## src/hdl/otf_ram.sv

```systemverilog
// Generic single-port RAM with registered read.
`timescale 1ns / 1ps
module otf_ram #(
   parameter int WIDTH = 8,
   parameter int DEPTH = 16
) (
   input  logic                     clock,
   input  logic                     wr_en,
   input  logic [$clog2(DEPTH)-1:0] addr,
   input  logic [WIDTH-1:0]         wr_data,
   output logic [WIDTH-1:0]         rd_data
);
   logic [WIDTH-1:0] mem_ff [DEPTH];

   always_ff @(posedge clock) begin
      if (wr_en) begin
         mem_ff[addr] <= wr_data;
      end
      rd_data <= mem_ff[addr];
   end
endmodule

```

## config.mk

```make
export PLATFORM = sky130hd
export DESIGN_NAME = otf_ram
export DESIGN_NICKNAME = d
export VERILOG_FILES = /design/src/hdl/otf_ram.sv
export SDC_FILE = /design/constraint.sdc
export NUM_CORES = 1
export LEC_CHECK = 0
export BUFFER_PORTS_ARGS = -buffer_cell sky130_fd_sc_hd__buf_2
export CAP_MARGIN = 20
export CORE_AREA = 2 2 187 116
export DETAILED_ROUTE_END_ITERATION = 10
export DIE_AREA = 0 0 189 118
export GPL_TIMING_DRIVEN = 0
export HOLD_SLACK_MARGIN = 0.06
export MAX_ROUTING_LAYER = met4
export PLACE_DENSITY = 0.5
export SYNTH_ARGS = -nofsm -noshare
export SYNTH_HDL_FRONTEND = slang
export SYNTH_SLANG_ARGS = --single-unit
```

## constraint.sdc

```tcl
create_clock -name clock -period 2.5 [get_ports clock]
set_input_delay 0.5 -clock clock [delete_from_list [all_inputs] [get_ports clock]]
set_output_delay 0.5 -clock clock [all_outputs]
set_load 0.005 [all_outputs]
```

==> results of run 1 <==
-- cell type report --
type                       instances  area [um2]
fill                            2013       14400
sequential                       136        4000
multi-input combinational         83        1000
clock buffer                      17         425
tap                              279         349
clock inverter                    15         208
timing repair buffer              23         118
buffer                            11        60.1
-- per-stage QoR --
| stage | total power, W | hold WS [ns] | area, um2 | worst slack [ns] | TNS, ns |
|---|---|---|---|---|---|
| after CTS | 0.00555 | 0.493 | 6170 | 0.337 | 0 |
| after detailed placement | 0.00287 | 0.685 | 5530 | -0.103 | -3.82 |
| after global routing | 0.00568 | 0.509 | 6170 | 0.215 | 0 |
| final | 0.00549 | 0.509 | 6170 | 0.353 | 0 |
| after global placement | 0.00286 | 0.682 | 5510 | -0.185 | -4.67 |
| after floorplan | 0.00274 | 0.599 | 5070 | 0.507 | 0 |
-- worst max path at each step --
stage               cells after the start            to  slack (ns)
global route                            4  mem_ff[7][0]        0.21
finish                                  4  mem_ff[7][0]        0.35
floorplan                               2  mem_ff[0][0]        0.51
global placement                        3  mem_ff[0][5]       -0.19
detailed placement                      4  mem_ff[7][3]       -0.10
CTS                                     4  mem_ff[7][2]        0.34
-- state kept, by name, summed over array words and instances (netlist names) --
name     cells
mem_ff     128
rd_data      8
-- synthesized netlist by cell type (all sizes together) (2+ instances only) --
cell type,number
nor2,13
buf,8
mux4,32
nor3,4
clkbuf,3
edfxtp,128
nand2b,2
nand2,9
nand3b,2
a22oi,16
dfxtp,8
nor2b,2
-- power by group --
| part | total [W] | switching (W) | internal, W |
|---|---|---|---|
| clock | 0.00267 | 0.000919 | 0.00175 |
| sequential | 0.00256 | 0.0000120 | 0.00255 |
| combinational | 0.000252 | 0.000155 | 0.0000974 |
| total | 0.00549 | 0.00109 | 0.00440 |
-- per-layer routing --
layer	up-vias	wire length, um
li1	1045	-
met1	1282	5490
met2	79	4490
met3	6	1250
met4	0	71
met5	-	0
-- kinds of logic after synthesis --
group / synth area share (%)
buffers and inverters: 1.19
muxes: 14.2
and+or+nand+nor: 3.21
AOI/OAI and AO/OA: 2.37
DFF: 79.0
==> results.sh, run 1 <==
export IMPL_critPathLaunch="addr[1]"
export IMPL_crit_buf_inv=2
export IMPL_overflow=0
export IMPL_synth_cells=230
export IMPL_min_from="wr_data[6]"
export IMPL_die_x_um=189
export IMPL_start_util_pct=24.6
export IMPL_ys_types=18
export IMPL_reg2reg_slack_ns=1.12
export IMPL_busiest_layer="met1"
export IMPL_die_area_um2=22300
export IMPL_tightest_slew_ns=0.883
export IMPL_power_density_nw_per_um2=890
export IMPL_drive_above_1_share_pct=31.2
export IMPL_cts_tree="built"
export IMPL_setup_viol=0
export IMPL_n_antenna_cell=0
export IMPL_critPathSlowestCell="nor2_1"
export IMPL_cp_arrival_ns=2.18
export IMPL_use_met2_pct=13.5
export IMPL_syn_num_nets=244
export IMPL_cts_clk_slew_worst_paths_ns=0.06
export IMPL_holdBufCountCts=0
export IMPL_r2r_cells=3
export IMPL_grt_pass1_vias=2523
export IMPL_dr_first_iter_drc_count=202
export IMPL_via_per_inst=4.28
export IMPL_track_usage_pct=11.3
export IMPL_grt_use_met1_pct=17.5
export IMPL_final_period_utilization_pct=85.9
export IMPL_cts_resized=0
export IMPL_fin_cells=564
export IMPL_placed_cells=532
export IMPL_max_vdd_ir_drop_mv=0.506
export IMPL_synth_edf_count=128
export IMPL_drt_total_wl_um=11300
export IMPL_maxSlewHeadroom_pct=40.9
export IMPL_fin_crit_ns=2.15
export IMPL_yosysWarningCount=0
export IMPL_crit_fanout=10
export IMPL_skew_ns=0.00485
export IMPL_hp_class="in2reg"
export IMPL_critical_path_max_stage_delay_ns=0.73
export IMPL_grt_setup_unrepaired="no"
export IMPL_syn_cell_area_um2=5070
export IMPL_regToRegEndpoint="rd_data[2]"
export IMPL_final_common_cell="edfxtp_1"
export IMPL_drc=0
export IMPL_vias=2412
export IMPL_gp_congestion=0.719
export IMPL_clock_sinks=136
export IMPL_num_rows=41
export IMPL_holdPathEnd="mem_ff[7][6]"
export IMPL_outcome="finished, final reports clean"
export IMPL_synth_top_area_cell="edfxtp_1"
export IMPL_final_max_slew_viol_count=0
export IMPL_leakage_nw=1.97
export IMPL_rr_startpoint="mem_ff[15][2]"
export IMPL_post_cts_buffers=0
export IMPL_required_ns=2.53
export IMPL_synth_top_area_share_pct=75.9
export IMPL_worst_setup_path_start_kind="primary input"
export IMPL_critical_path_top_delay_family="simple AND/OR/NAND/NOR gates"
export IMPL_antenna_found_initial=0
export IMPL_nNetsFinal=286
export IMPL_worst_setup_path_type="in2reg"
export IMPL_layout_common_cells="edfxtp_1, mux4_2, buf_2, clkbuf_16, a22oi_1"
export IMPL_clockBufferDepth=2
export IMPL_clk_latency_ns=0.41
export IMPL_synth_main_ff_cell="edfxtp_1"
export IMPL_finalHoldViolations=0
export IMPL_wire_per_inst_um=20.0
export IMPL_syn_area_per_cell_um2=22.0
export IMPL_drv_cap=0
export IMPL_ant_nets=0
export IMPL_portBuffers=19
export IMPL_io_pins=22
export IMPL_numCtsBuffers=17
export IMPL_final_util_pct=30.0
export IMPL_drt_pass1_iter_count=4
export IMPL_cp_end_kind="register"
export IMPL_synth_seq_area_share_pct=79.0
export IMPL_dp_hpwl_um=7650
export IMPL_area_growth_syn_to_layout_pct=21.7
export IMPL_htreeDepth=4
export IMPL_worstHoldPathCells=1
export IMPL_grt_pass1_wl_um=16800
export IMPL_gr_usage_met3_pct=3.40
export IMPL_worstPathCellList="buf_2 -> buf_1 -> nand2_1 -> nor2_1"
export IMPL_fmax_mhz=466
export IMPL_die_h_um=118
export IMPL_root_buffer="clkbuf_16"
export IMPL_grt_max_degree=17
export IMPL_core_um2=20600
export IMPL_async_flop_share_pct=0
export IMPL_ys_ff_latch=136
export IMPL_synthTopCellsByArea="edfxtp_1, mux4_2, dfxtp_1, a22oi_1, nor2_1"
(Power assumes the default switching activity.)
==> run 2: changes to the inputs <==
--- a/config.mk
+++ b/config.mk
@@ -5,11 +5,12 @@
 export SDC_FILE = /design/constraint.sdc
 export NUM_CORES = 1
 export LEC_CHECK = 0
+export ABC_AREA = 1
 export BUFFER_PORTS_ARGS = -buffer_cell sky130_fd_sc_hd__buf_2
 export CAP_MARGIN = 20
-export CORE_AREA = 2 2 187 116
+export CORE_AREA = 2 2 197 121
 export DETAILED_ROUTE_END_ITERATION = 10
-export DIE_AREA = 0 0 189 118
+export DIE_AREA = 0 0 199 123
 export GPL_TIMING_DRIVEN = 0
 export HOLD_SLACK_MARGIN = 0.06
 export MAX_ROUTING_LAYER = met4
==> results.sh, run 2 <==
export IMPL_outcome="finished, final reports clean"
export IMPL_drt_pass1_iter_count=5
export IMPL_holdBufCountCts=0
export IMPL_yosysWarningCount=0
export IMPL_synth_seq_area_share_pct=71.6
export IMPL_use_met2_pct=16.8
export IMPL_grt_use_met1_pct=19.0
export IMPL_gr_usage_met3_pct=3.19
export IMPL_start_util_pct=24.6
export IMPL_synthTopCellsByArea="edfxtp_1, nand2_1, dfxtp_1, inv_1, nor2_1"
export IMPL_regArea_um2=4000
export IMPL_fmax_mhz=456
export IMPL_synth_top_area_share_pct=68.7
export IMPL_area_growth_syn_to_layout_pct=19.9
export IMPL_gp_congestion=0.796
export IMPL_leakage_nw=2.80
export IMPL_die_x_um=199
export IMPL_ys_ff_latch=136
export IMPL_synth_main_ff_cell="edfxtp_1"
export IMPL_dp_hpwl_um=9360
export IMPL_io_pins=22
export IMPL_num_rows=43
export IMPL_maxSlewHeadroom_pct=37.1
export IMPL_async_flop_share_pct=0
export IMPL_fin_hold_ws_ns=0.491
export IMPL_layout_common_cells="nand2_1, edfxtp_1, buf_2, inv_1, nor2_1"
export IMPL_setup_viol=0
export IMPL_finalHoldViolations=0
export IMPL_drv_cap=0
export IMPL_fin_crit_ns=2.19
export IMPL_n_antenna_cell=0
export IMPL_skew_ns=0.0105
export IMPL_overflow=0
export IMPL_worst_setup_path_start_kind="primary input"
export IMPL_top_register="mem_ff"
export IMPL_cp_end_kind="register"
export IMPL_final_period_utilization_pct=87.7
export IMPL_cp_arrival_ns=2.23
export IMPL_wire_per_inst_um=15.1
export IMPL_multi_input_area_um2=1390
export IMPL_via_per_inst=3.96
export IMPL_drt_total_wl_um=13800
export IMPL_portBuffers=20
export IMPL_synth_edf_count=128
export IMPL_syn_cell_area_um2=5590
export IMPL_cts_resized=0
export IMPL_nNetsFinal=601
export IMPL_required_ns=2.54
export IMPL_vias=3621
export IMPL_syn_area_per_cell_um2=10.2
export IMPL_dr_first_iter_drc_count=256
export IMPL_grt_pass1_vias=3565
export IMPL_grt_max_degree=17
export IMPL_cts_clk_slew_worst_paths_ns=0.06
export IMPL_root_buffer="clkbuf_16"
export IMPL_final_cell_area_um2=6710
export IMPL_synth_most_common_cell="nand2_1"
export IMPL_placed_cell_area_um2=6090
export IMPL_synth_top_area_cell="edfxtp_1"
export IMPL_largest_register_ffs=128
export IMPL_drc=0
export IMPL_nFillCells=2381
export IMPL_clockBufferDepth=2
export IMPL_syn_num_nets=562
export IMPL_finalPower_w=0.00551
export IMPL_die_area_um2=24500
export IMPL_final_max_slew_viol_count=0
export IMPL_ant_nets=0
export IMPL_final_common_cell="nand2_1"
export IMPL_hp_class="in2reg"
export IMPL_synthTopCellsByCount="nand2_1, edfxtp_1, inv_1"
export IMPL_synth_cells=548
export IMPL_clk_latency_ns=0.42
export IMPL_power_density_nw_per_um2=822
export IMPL_reg_largest_list="mem_ff x128, rd_data x8"
export IMPL_tightest_slew_ns=0.940
export IMPL_cts_tree="built"
export IMPL_ys_types=11
export IMPL_die_h_um=123
export IMPL_clock_sinks=136
export IMPL_core_um2=22800
export IMPL_antenna_found_initial=0
export IMPL_busiest_layer="met1"
export IMPL_max_vdd_ir_drop_mv=0.526
export IMPL_crit_fanout=10
export IMPL_htreeDepth=4
export IMPL_grt_pass1_wl_um=21200
export IMPL_numCtsBuffers=17
export IMPL_grt_setup_unrepaired="no"
export IMPL_final_util_pct=29.5
export IMPL_track_usage_pct=12.7
export IMPL_worst_setup_path_type="in2reg"
export IMPL_drive_above_1_share_pct=11.7
export IMPL_post_cts_buffers=0
-- run 2: critical path, stage by stage --
cell and delay, ns:
buf_2 0.16, clkbuf_1 0.43, nand3_1 0.33, nor2_1 0.81
-- run 2: final cells by class --
class / count / area share (%)
well taps: 315 / 5.88
clock inverters: 13 / 2.67
clock buffers: 18 / 6.55
inverters: 23 / 1.29
plain buffers: 21 / 1.74
repair buffers: 20 / 1.49
multi-input cells: 368 / 20.7
flip-flops and latches: 136 / 59.7
-- run 2: cell families (layout without fill, tap and decap cells) --
| logic type | count (synthesis) | in the layout | synth area share, % |
|---|---|---|---|
| buffers and inverters | 44 | 95 | 3.62 |
| flip-flops | 136 | 136 | 71.6 |
| AND/OR/NAND/NOR | 368 | 368 | 24.8 |
-- run 2: worst paths after layout --
kind	slack [ns]	end	cells past startpoint	from
setup / recovery	0.31	mem_ff[3][7]	4	addr[1]
setup reg to reg	1.39	rd_data[2]	8	mem_ff[15][2]
hold / removal	0.49	mem_ff[15][7]	1	wr_data[7]
hold reg to reg	0.72	rd_data[6]	8	mem_ff[13][6]
-- run 2: report_power, final --
group	internal [W]	switching [W]	total, W
clock network	0.00168	0.000946	0.00263
logic	0.0000869	0.000235	0.000322
registers	0.00255	0.0000117	0.00256
total	0.00432	0.00119	0.00551
-- run 2: stage by stage --
stage,worst slack (ns),TNS (ns),std cells
after floorplan,0.623,0,548
after global placement,-0.0893,-1.16,883
after detailed placement,-0.110,-1.61,883
after CTS,0.333,0,914
after global routing,0.191,0,914
final,0.308,0,914
-- run 2: routing by layer --
layer / up-vias / wire length [um]
li1: 1826 / -
met1: 1694 / 7400
met2: 87 / 5450
met3: 14 / 809
met4: 0 / 119
met5: - / 0
